### src/hdl/cwrs_pkg.sv
// Shared widths, register indexes, constants and types for the chevron wipe row span block.
package cwrs_pkg;

    localparam int W_DIM   = 13;
    localparam int W_STEP  = 16;
    localparam int W_ROW   = 12;
    localparam int W_GS    = 10;
    localparam int W_LVL   = 22;
    localparam int W_IDX   = 3;
    localparam int QUO_W   = 15;
    localparam int PROD_W  = QUO_W + W_STEP;
    localparam int BASE_W  = 18;
    localparam int SLOPE_W = 9;

    localparam int LEVEL_FULL = 256;
    localparam int ZERO_SLOPE = 4;
    localparam int LEVEL_MIN  = -2097152;

    localparam logic [W_IDX-1:0] REG_WIDTH     = 3'd0;
    localparam logic [W_IDX-1:0] REG_HEIGHT    = 3'd1;
    localparam logic [W_IDX-1:0] REG_DIRECTION = 3'd2;
    localparam logic [W_IDX-1:0] REG_GRAD_EN   = 3'd3;
    localparam logic [W_IDX-1:0] REG_GRAD_SIZE = 3'd4;

    typedef struct packed {
        logic [W_DIM-1:0] width;
        logic [W_DIM-1:0] height;
        logic             direction;
        logic             grad_en;
        logic [W_GS-1:0]  grad_size;
    } cwrs_cfg_t;

    typedef struct packed {
        logic [W_STEP-1:0]        rem;
        logic [QUO_W-1:0]         acc;
        logic [W_STEP-1:0]        dvs;
        logic [W_GS-1:0]          srem;
        logic [QUO_W-1:0]         sacc;
        logic [W_GS-1:0]          gsz;
        logic signed [BASE_W-1:0] base;
    } cwrs_cell_t;

endpackage

### src/hdl/cwrs_front.sv
// Entry stage: clamps step and total, forms the sweep product and the row edge offset.
module cwrs_front (
    input  logic                             aclk,
    input  logic                             aresetn,
    input  cwrs_pkg::cwrs_cfg_t              cfg,
    input  logic                             s_valid,
    output logic                             s_ready,
    input  logic [cwrs_pkg::W_STEP-1:0]      s_frame_step,
    input  logic [cwrs_pkg::W_STEP-1:0]      s_step_total,
    input  logic [cwrs_pkg::W_ROW-1:0]       s_row,
    output logic                             out_valid,
    input  logic                             out_ready,
    output cwrs_pkg::cwrs_cell_t             out_data
);
    import cwrs_pkg::*;

    logic                     valid_reg;
    logic                     valid_next;
    cwrs_cell_t               data_reg;
    cwrs_cell_t               data_next;
    logic [W_STEP-1:0]        total_c;
    logic [W_STEP-1:0]        step_c;
    logic [W_DIM-1:0]         h2;
    logic [W_GS-1:0]          band;
    logic [QUO_W-1:0]         span;
    logic [PROD_W-1:0]        prod;
    logic [BASE_W-1:0]        diff_u;
    logic signed [BASE_W-1:0] tri_v;
    logic signed [BASE_W-1:0] h2_s;
    logic signed [BASE_W-1:0] band_s;
    logic signed [BASE_W-1:0] base;

    assign s_ready   = !valid_reg || out_ready;
    assign out_valid = valid_reg;
    assign out_data  = data_reg;

    always_comb begin
        total_c = (s_step_total == '0) ? W_STEP'(1) : s_step_total;
        step_c  = (s_frame_step > total_c) ? total_c : s_frame_step;
        h2      = {cfg.height[W_DIM-1:1], 1'b0};
        band    = cfg.grad_en ? cfg.grad_size : '0;
        span    = QUO_W'(h2) + QUO_W'(cfg.width) + QUO_W'(band);
        prod    = PROD_W'(span) * PROD_W'(step_c);
        diff_u  = BASE_W'(cfg.height) - BASE_W'(s_row);
        if (s_row >= cfg.height[W_DIM-1:1]) begin
            tri_v = $signed({diff_u[BASE_W-2:0], 1'b0});
        end else begin
            tri_v = $signed(BASE_W'({s_row, 1'b0}));
        end
        h2_s   = $signed(BASE_W'(h2));
        band_s = $signed(BASE_W'(band));
        if (!cfg.direction) begin
            base = tri_v - h2_s - band_s;
        end else begin
            base = -tri_v - band_s;
        end
        data_next.rem  = prod[PROD_W-1:QUO_W];
        data_next.acc  = prod[QUO_W-1:0];
        data_next.dvs  = total_c;
        data_next.srem = '0;
        data_next.sacc = QUO_W'(LEVEL_FULL);
        data_next.gsz  = cfg.grad_size;
        data_next.base = base;
        valid_next     = s_ready ? s_valid : valid_reg;
    end

    always_ff @(posedge aclk) begin
        if (!aresetn) begin
            valid_reg <= 1'b0;
        end else begin
            valid_reg <= valid_next;
        end
        if (s_ready && s_valid) begin
            data_reg <= data_next;
        end
    end

endmodule

### src/hdl/cwrs_div_cell.sv
// One restoring division step for the sweep quotient and the gradient slope quotient.
module cwrs_div_cell (
    input  logic                 aclk,
    input  logic                 aresetn,
    input  logic                 in_valid,
    output logic                 in_ready,
    input  cwrs_pkg::cwrs_cell_t in_data,
    output logic                 out_valid,
    input  logic                 out_ready,
    output cwrs_pkg::cwrs_cell_t out_data
);
    import cwrs_pkg::*;

    logic              valid_reg;
    logic              valid_next;
    cwrs_cell_t        data_reg;
    cwrs_cell_t        data_next;
    logic [W_STEP:0]   mr2;
    logic [W_STEP:0]   mdiff;
    logic [W_GS:0]     sr2;
    logic [W_GS:0]     sdiff;
    logic              mq;
    logic              sq;

    assign in_ready  = !valid_reg || out_ready;
    assign out_valid = valid_reg;
    assign out_data  = data_reg;

    always_comb begin
        mr2   = {in_data.rem, in_data.acc[QUO_W-1]};
        mdiff = mr2 - {1'b0, in_data.dvs};
        mq    = !mdiff[W_STEP];
        sr2   = {in_data.srem, in_data.sacc[QUO_W-1]};
        sdiff = sr2 - {1'b0, in_data.gsz};
        sq    = !sdiff[W_GS];
        data_next      = in_data;
        data_next.rem  = mq ? mdiff[W_STEP-1:0] : mr2[W_STEP-1:0];
        data_next.acc  = {in_data.acc[QUO_W-2:0], mq};
        data_next.srem = sq ? sdiff[W_GS-1:0] : sr2[W_GS-1:0];
        data_next.sacc = {in_data.sacc[QUO_W-2:0], sq};
        valid_next     = in_ready ? in_valid : valid_reg;
    end

    always_ff @(posedge aclk) begin
        if (!aresetn) begin
            valid_reg <= 1'b0;
        end else begin
            valid_reg <= valid_next;
        end
        if (in_ready && in_valid) begin
            data_reg <= data_next;
        end
    end

endmodule

### src/hdl/cwrs_back.sv
// Exit stages: edge position, gradient level and clamped spans into the output register.
module cwrs_back (
    input  logic                            aclk,
    input  logic                            aresetn,
    input  cwrs_pkg::cwrs_cfg_t             cfg,
    input  logic                            in_valid,
    output logic                            in_ready,
    input  cwrs_pkg::cwrs_cell_t            in_data,
    output logic                            m_valid,
    input  logic                            m_ready,
    output logic [cwrs_pkg::W_DIM-1:0]      m_left_span,
    output logic [cwrs_pkg::W_DIM-1:0]      m_grad_span,
    output logic signed [cwrs_pkg::W_LVL-1:0] m_grad_start,
    output logic [cwrs_pkg::W_DIM-1:0]      m_right_span
);
    import cwrs_pkg::*;

    localparam int LVL_P = BASE_W + SLOPE_W + 1;

    logic                     v1_reg;
    logic                     v1_next;
    logic                     rdy1;
    logic signed [BASE_W-1:0] x_reg;
    logic signed [BASE_W-1:0] x_next;
    logic [SLOPE_W-1:0]       slope_reg;
    logic [SLOPE_W-1:0]       slope_next;
    logic [W_GS-1:0]          gsz_reg;

    logic                     mv_reg;
    logic                     mv_next;
    logic [W_DIM-1:0]         left_reg;
    logic [W_DIM-1:0]         left_next;
    logic [W_DIM-1:0]         gspan_reg;
    logic [W_DIM-1:0]         gspan_next;
    logic signed [W_LVL-1:0]  start_reg;
    logic signed [W_LVL-1:0]  start_next;
    logic [W_DIM-1:0]         right_reg;
    logic [W_DIM-1:0]         right_next;

    logic signed [BASE_W:0]   xr;
    logic signed [LVL_P-1:0]  lvl_prod;
    logic signed [LVL_P-1:0]  lvl;
    logic [W_DIM-1:0]         lp;
    logic [W_DIM-1:0]         rp;

    function automatic logic [W_DIM-1:0] span_clamp(input logic signed [BASE_W:0] v,
                                                   input logic [W_DIM-1:0] w);
        logic [W_DIM-1:0] r;
        if (v < 0) begin
            r = '0;
        end else if (v > $signed((BASE_W+1)'(w))) begin
            r = w;
        end else begin
            r = v[W_DIM-1:0];
        end
        return r;
    endfunction

    assign rdy1     = !mv_reg || m_ready;
    assign in_ready = !v1_reg || rdy1;

    assign m_valid      = mv_reg;
    assign m_left_span  = left_reg;
    assign m_grad_span  = gspan_reg;
    assign m_grad_start = start_reg;
    assign m_right_span = right_reg;

    always_comb begin
        x_next     = in_data.base + $signed(BASE_W'(in_data.acc));
        slope_next = (in_data.gsz == '0) ? SLOPE_W'(ZERO_SLOPE) : in_data.sacc[SLOPE_W-1:0];
        v1_next    = in_ready ? in_valid : v1_reg;
    end

    always_comb begin
        xr       = (BASE_W+1)'(x_reg) + $signed((BASE_W+1)'(gsz_reg));
        lvl_prod = x_reg * $signed({1'b0, slope_reg});
        lvl      = LVL_P'(LEVEL_FULL);
        if (x_reg < 0) begin
            lvl = LVL_P'(LEVEL_FULL) + lvl_prod;
        end
        if (lvl < LVL_P'(LEVEL_MIN)) begin
            lvl = LVL_P'(LEVEL_MIN);
        end
        lp = span_clamp((BASE_W+1)'(x_reg), cfg.width);
        rp = span_clamp(xr, cfg.width);
        left_next = lp;
        if (cfg.grad_en) begin
            gspan_next = rp - lp;
            start_next = W_LVL'(lvl);
            right_next = cfg.width - rp;
        end else begin
            gspan_next = '0;
            start_next = '0;
            right_next = '0;
        end
        mv_next = rdy1 ? v1_reg : mv_reg;
    end

    always_ff @(posedge aclk) begin
        if (!aresetn) begin
            v1_reg <= 1'b0;
            mv_reg <= 1'b0;
        end else begin
            v1_reg <= v1_next;
            mv_reg <= mv_next;
        end
        if (in_ready && in_valid) begin
            x_reg     <= x_next;
            slope_reg <= slope_next;
            gsz_reg   <= in_data.gsz;
        end
        if (rdy1 && v1_reg) begin
            left_reg  <= left_next;
            gspan_reg <= gspan_next;
            start_reg <= start_next;
            right_reg <= right_next;
        end
    end

endmodule

### src/hdl/chevron_wipe_row_span_top.sv
// Top level of the chevron wipe row span block: registers, entry stage, divider cells, exit.
// Pipeline: an accepted word passes 1 entry stage, 15 divider cells and 2 exit stages
// on the way to its result word; the quotient takes one bit per cell of the chain.
// Throughput: one word per cycle; each stage holds its word while the next one cannot take it.
// Reset: synchronous, active low; clears all valid flags and loads the register defaults
// (width 640, height 480, direction 0, gradient off, gradient size 64).
module chevron_wipe_row_span_top (
    input  logic                              aclk,
    input  logic                              aresetn,
    input  logic                              cfg_wr_en,
    input  logic [cwrs_pkg::W_IDX-1:0]        cfg_index,
    input  logic [cwrs_pkg::W_DIM-1:0]        cfg_wr_data,
    input  logic                              s_valid,
    output logic                              s_ready,
    input  logic [cwrs_pkg::W_STEP-1:0]       s_frame_step,
    input  logic [cwrs_pkg::W_STEP-1:0]       s_step_total,
    input  logic [cwrs_pkg::W_ROW-1:0]        s_row,
    output logic                              m_valid,
    input  logic                              m_ready,
    output logic [cwrs_pkg::W_DIM-1:0]        m_left_span,
    output logic [cwrs_pkg::W_DIM-1:0]        m_grad_span,
    output logic signed [cwrs_pkg::W_LVL-1:0] m_grad_start,
    output logic [cwrs_pkg::W_DIM-1:0]        m_right_span
);
    import cwrs_pkg::*;

    cwrs_cfg_t  cfg_reg;
    cwrs_cfg_t  cfg_next;
    logic       chain_valid [QUO_W+1];
    logic       chain_ready [QUO_W+1];
    cwrs_cell_t chain_data  [QUO_W+1];

    always_comb begin
        cfg_next = cfg_reg;
        if (cfg_wr_en) begin
            case (cfg_index)
                REG_WIDTH:     cfg_next.width     = cfg_wr_data;
                REG_HEIGHT:    cfg_next.height    = cfg_wr_data;
                REG_DIRECTION: cfg_next.direction = cfg_wr_data[0];
                REG_GRAD_EN:   cfg_next.grad_en   = cfg_wr_data[0];
                REG_GRAD_SIZE: cfg_next.grad_size = cfg_wr_data[W_GS-1:0];
                default:       cfg_next = cfg_reg;
            endcase
        end
    end

    always_ff @(posedge aclk) begin
        if (!aresetn) begin
            cfg_reg.width     <= W_DIM'(640);
            cfg_reg.height    <= W_DIM'(480);
            cfg_reg.direction <= 1'b0;
            cfg_reg.grad_en   <= 1'b0;
            cfg_reg.grad_size <= W_GS'(64);
        end else begin
            cfg_reg <= cfg_next;
        end
    end

    cwrs_front u_front (
        .aclk         (aclk),
        .aresetn      (aresetn),
        .cfg          (cfg_reg),
        .s_valid      (s_valid),
        .s_ready      (s_ready),
        .s_frame_step (s_frame_step),
        .s_step_total (s_step_total),
        .s_row        (s_row),
        .out_valid    (chain_valid[0]),
        .out_ready    (chain_ready[0]),
        .out_data     (chain_data[0])
    );

    for (genvar i = 0; i < QUO_W; i++) begin : g_cell
        cwrs_div_cell u_cell (
            .aclk      (aclk),
            .aresetn   (aresetn),
            .in_valid  (chain_valid[i]),
            .in_ready  (chain_ready[i]),
            .in_data   (chain_data[i]),
            .out_valid (chain_valid[i+1]),
            .out_ready (chain_ready[i+1]),
            .out_data  (chain_data[i+1])
        );
    end

    cwrs_back u_back (
        .aclk         (aclk),
        .aresetn      (aresetn),
        .cfg          (cfg_reg),
        .in_valid     (chain_valid[QUO_W]),
        .in_ready     (chain_ready[QUO_W]),
        .in_data      (chain_data[QUO_W]),
        .m_valid      (m_valid),
        .m_ready      (m_ready),
        .m_left_span  (m_left_span),
        .m_grad_span  (m_grad_span),
        .m_grad_start (m_grad_start),
        .m_right_span (m_right_span)
    );

endmodule
### config.mk
export PLATFORM = sky130hd
export DESIGN_NAME = chevron_wipe_row_span_top
export DESIGN_NICKNAME = d
export VERILOG_FILES = /design/src/hdl/cwrs_pkg.sv /design/src/hdl/cwrs_front.sv /design/src/hdl/cwrs_div_cell.sv /design/src/hdl/cwrs_back.sv /design/src/hdl/chevron_wipe_row_span_top.sv
export SDC_FILE = /design/constraint.sdc
export NUM_CORES = 2
export LEC_CHECK = 0
export BUFFER_PORTS_ARGS = -buffer_cell sky130_fd_sc_hd__buf_2
export CAP_MARGIN = 15
export CORE_MARGIN = 1.5
export CORE_UTILIZATION = 40
export DETAILED_ROUTE_END_ITERATION = 16
export GPL_TIMING_DRIVEN = 1
export PLACE_DENSITY = 0.61
export SLEW_MARGIN = 0
export SYNTH_ARGS = -nofsm -noshare
export SYNTH_HDL_FRONTEND = slang
export SYNTH_SLANG_ARGS = --single-unit
### constraint.sdc
create_clock -name aclk -period 10.4 [get_ports aclk]
set_input_delay 2.08 -clock aclk [delete_from_list [all_inputs] [get_ports aclk]]
set_output_delay 2.08 -clock aclk [all_outputs]
set_load 0.01 [all_outputs]
==> metrics.md <==
| Metric | Value |
|---|---|
| Status | finished clean |
| CTS max path bufs | 3 |
| Max Clock Skew | 0.0465 ns |
| Post-DP HPWL | 143,000 um |
| Hold Crit Class | reg -> reg |
| Min Tclk post-route | 9.72 ns |
| Worst reg2reg path startpoint | cfg_reg[27] |
| End of the critical path | u_front.out_data[98] |
| Least-Margin Pin Slew | 1.16 ns |
| FF-to-FF End | u_front.out_data[98] |
| Hold violation count in the final report | 0 |
| First-pass GRT wire length | 298,000 um |
| Slew Viols, Final | 0 |
| Number of library cell types mapped by synthesis | 108 |
| Levels on crit path | 31 |
| Post-synthesis mux area share | 4.82% |
| Area growth syn-to-layout | 11.1% |
| Initial Utilization | 40.2% |
| Internal Dissipation | 11,800 uW |
| Number of clock buffers inserted by TritonCTS | 162 |
| Max reg flops | 1,278 |
| Mapped Cells | 7,610 |
| Switching Share | 27.8% |
| CTS sink count | 1,507 |
| Mapped cell area | 90,500 sq um |
| GR Overflow Total | 0 |
| CP max-delay cell | o2111ai_2 |
| Crit path from | cfg_reg[27] |
| Worst path max stage delay | 0.68 ns |
| Skew-Pair Late Insertion Delay | 0.78 ns |
| CP bufs+invs | 4 |
| Psw | 4550 uW |
| XOR/XNOR Fraction of Synth Area | 2.94% |
| Finished Cell Area | 100,000 sq um |
| Area share of the largest cell type after synthesis | 48.2% |
| Number of setup buffers added after CTS | 0 |
| Metal-1 WL | 83,700 um |
| Share of layout cells above drive strength 1 | 11.4% |
| Most instantiated library cell after synthesis | edfxtp_1 |
| Synth Register Bits | 1,507 |
| Crit path DAT | 10.21 ns |
| Met2 Wirelength | 89,400 um |
| Critical path capture point type | register |
| Clock transition at path regs | 0.06 ns |
| Maximum clock rate | 0.103 GHz |
| Synth area leaders | edfxtp_1 (48%), ha_1 (10%), fa_1 (8.0%) |
| Number of I/O pins | 128 |
| Drt pass-1 iters | 6 |
| Post-cts sizing count | 0 |
| Die Span Y | 479 um |
| Sequential area share after synthesis | 49.4% |
| Period utilization | 93.5% |
| Largest family of logic cells by synthesized area | adder cells |
| Via Count | 55,600 |
| Crit path required time | 10.89 ns |
| Setup WS pre-CTS | -0.128 ns |
| Final antenna-violating net count | 0 |
| Critical path's top delay family | adder cells |
| DP Cell Count | 10,700 |
| Placed Area | 95,300 sq um |
| Lkg Pwr | 0.0405 uW |
| Tot GR Track Use | 16.0% |
| Post-Synth Simple-Gate Area | 10.6% |
| Clock root buffer | clkbuf_16 |
| Max_cap viols | 0 |
| GPL Wtd Cong | 0.898 |
| Sequential Power Share | 42.5% |
| Cell row count | 174 |
| Die area | 229,000 sq um |
| Final Worst Setup Slack | 0.680 ns |
| WL per Instance | 16.8 um |
| Initial antenna violation count | 4 |
| Number of flops mapped to enable cells by yosys | 1,451 |
| Vias per inst | 5.04 |
| Async SR Flop Fraction | 0% |
| Largest net degree at the start of global routing | 86 |
| Total design power | 16,400 uW |
| Final WL | 185,000 um |
| Routed wl met3 | 7260 um |
| Die Span X | 479 um |
| Synth top cells by count | edfxtp_1 (1,451), inv_1 (1,097), ha_1 (721), nor2_1 (525), nand2_1 (486) |
| DR iter-0 viols | 2,737 |
| R2r setup slk | 0.68 ns |
| Max_slew headroom | 22.6% |
| CTS HTree Levels | 4 |
| Dominant cell type by area after synthesis | edfxtp_1 |
| Nets | 9,041 |
| Layout Cells excl Fill | 11,000 |
| PwrDens | 163 nW/um^2 |
| # DRC | 0 |
| Max layer used | met4 |
| R2R cell count | 31 |
| CTS tree | done |
| Post-Synth Adder-Cell Area | 18.0% |
| Core Region | 225,000 sq um |
| Yosys warns | 0 |
| Number of global-route vias before repair | 57,000 |
| # setup viols final | 0 |
| VDD IR-drop max | 0.000238 V |
| RSZ-0062 raised after global routing | no |
| Most repeated library cell on the critical path | fa_1 |
| Logic gate share of total power | 23.3% |
| Avg Inst Size Synth | 11.9 sq um |
| CP Launch Type | register |
| Worst Path Class, Setup | reg -> reg |
| Buffers on Ports | 127 |
| Cts hold-fix bufs | 0 |
| Max FO, Critical Path | 16 |
| Complex-gate fraction of the synthesized area | 9.01% |
| Clk pwr share | 34.2% |
| Most used DFF post-synth | edfxtp_1 |
metal layers:
metal / global-route usage [%] / vias to the layer above
li1: - / 27400
met1: 20.9 / 27000
met2: 27.7 / 957
met3: 2.44 / 251
met4: 4.14 / 0
met5: 0 / -
worst register-to-register path: cells and delay by family, from the launching register on:
family                   cells  cell delay, ns
flip-flops                   1            0.52
AND/OR/NAND/NOR              6            0.98
adder cells (fa/ha/maj)      9            4.06
multiplexers                 1            0.22
XOR/XNOR                     1            0.13
AO/OA/AOI/OAI               10            2.87
buffers and inverters        4            0.62
worst min-delay path by stage:
| stage | startpoint | endpoint | slack [ns] | cells past startpoint |
|---|---|---|---|---|
| 2_1_floorplan | u_front.out_data[0] | g_cell[0].u_cell.out_data[0] | 0.40 | 0 |
| 3_3_place_gp | g_cell[1].u_cell.out_data[6] | g_cell[2].u_cell.out_data[6] | 0.40 | 0 |
| 3_5_place_dp | u_front.out_data[2] | g_cell[0].u_cell.out_data[2] | 0.40 | 0 |
| 4_1_cts | g_cell[3].u_cell.out_data[10] | g_cell[4].u_cell.out_data[10] | 0.38 | 0 |
| 5_1_grt | g_cell[2].u_cell.out_data[8] | g_cell[3].u_cell.out_data[8] | 0.40 | 0 |
| 6_report | g_cell[3].u_cell.out_data[10] | g_cell[4].u_cell.out_data[10] | 0.40 | 0 |
power by group through the flow:
stage / clock [uW] / combinational [uW] / sequential, uW
after floorplan: 0 / 2610 / 7050
after global placement: 0 / 3770 / 7080
after detailed placement: 0 / 3810 / 7080
after CTS: 5740 / 3840 / 6960
after global routing: 5980 / 4260 / 6970
final: 5580 / 3810 / 6960
cell type report:
class                      instances  area, sq um
inverter                        1098         4120
antenna                            2         5.00
timing repair buffer             245         1520
tap                             2992         3740
multi-input combinational       4880        41200
clock buffer                     194         4210
sequential                      1507        44700
clock inverter                   106         1030
fill                           20300       124000
cell families after synthesis:
group                      after synthesis
AOI/OAI and AO/OA                     1188
DFF                                   1507
other                                    1
adders and majority gates             1082
buffers and inverters                 1226
xor gates and xnor gates               304
muxes                                  395
and+or+nand+nor                       1907
cells in the final DEF, fill, tap and decap left out, types with 21 or more instances in the layout:
| master | netlist | final |
|---|---|---|
| edfxtp_1 | 1451 | 1451 |
| inv_1 | 1097 | 1097 |
| ha_1 | 721 | 721 |
| nor2_1 | 525 | 525 |
| nand2_1 | 486 | 486 |
| fa_1 | 361 | 361 |
| a21oi_1 | 302 | 300 |
| mux2_2 | 291 | 291 |
| o21ai_0 | 235 | 234 |
| xnor2_1 | 226 | 226 |
| and2_1 | 181 | 180 |
| clkbuf_16 | 0 | 163 |
| nor3_1 | 136 | 136 |
| buf_2 | 2 | 127 |
| buf_4 | 16 | 118 |
| nor2b_1 | 112 | 103 |
| a21boi_0 | 106 | 101 |
| nand3_1 | 100 | 100 |
| nand2b_1 | 90 | 90 |
| mux2i_1 | 90 | 90 |
| o21a_1 | 84 | 84 |
| a21o_1 | 83 | 83 |
| xor2_1 | 78 | 78 |
| dfxtp_1 | 56 | 56 |
| and3_1 | 53 | 53 |
| o211ai_1 | 47 | 47 |
| clkinv_1 | 1 | 39 |
| nor4_1 | 37 | 37 |
| clkbuf_1 | 90 | 30 |
| or3_1 | 29 | 29 |
| or2_2 | 29 | 29 |
| nor4b_1 | 28 | 28 |
| a2111oi_0 | 26 | 26 |
| a31oi_1 | 26 | 25 |
| clkinv_2 | 0 | 23 |
| nand3b_1 | 22 | 22 |
| o31a_1 | 21 | 21 |
| o31ai_1 | 21 | 21 |
per-stage QoR:
stage	hold slack, ns	setup TNS [ns]	utilization (%)
after detailed placement	0.405	-0.360	42.4
final	0.398	0	44.7
after global routing	0.396	0	44.7
after floorplan	0.400	0	-
after CTS	0.384	0	44.7
after global placement	0.400	-0.200	42.4
Note: power is estimated with default switching activity, not from simulation.
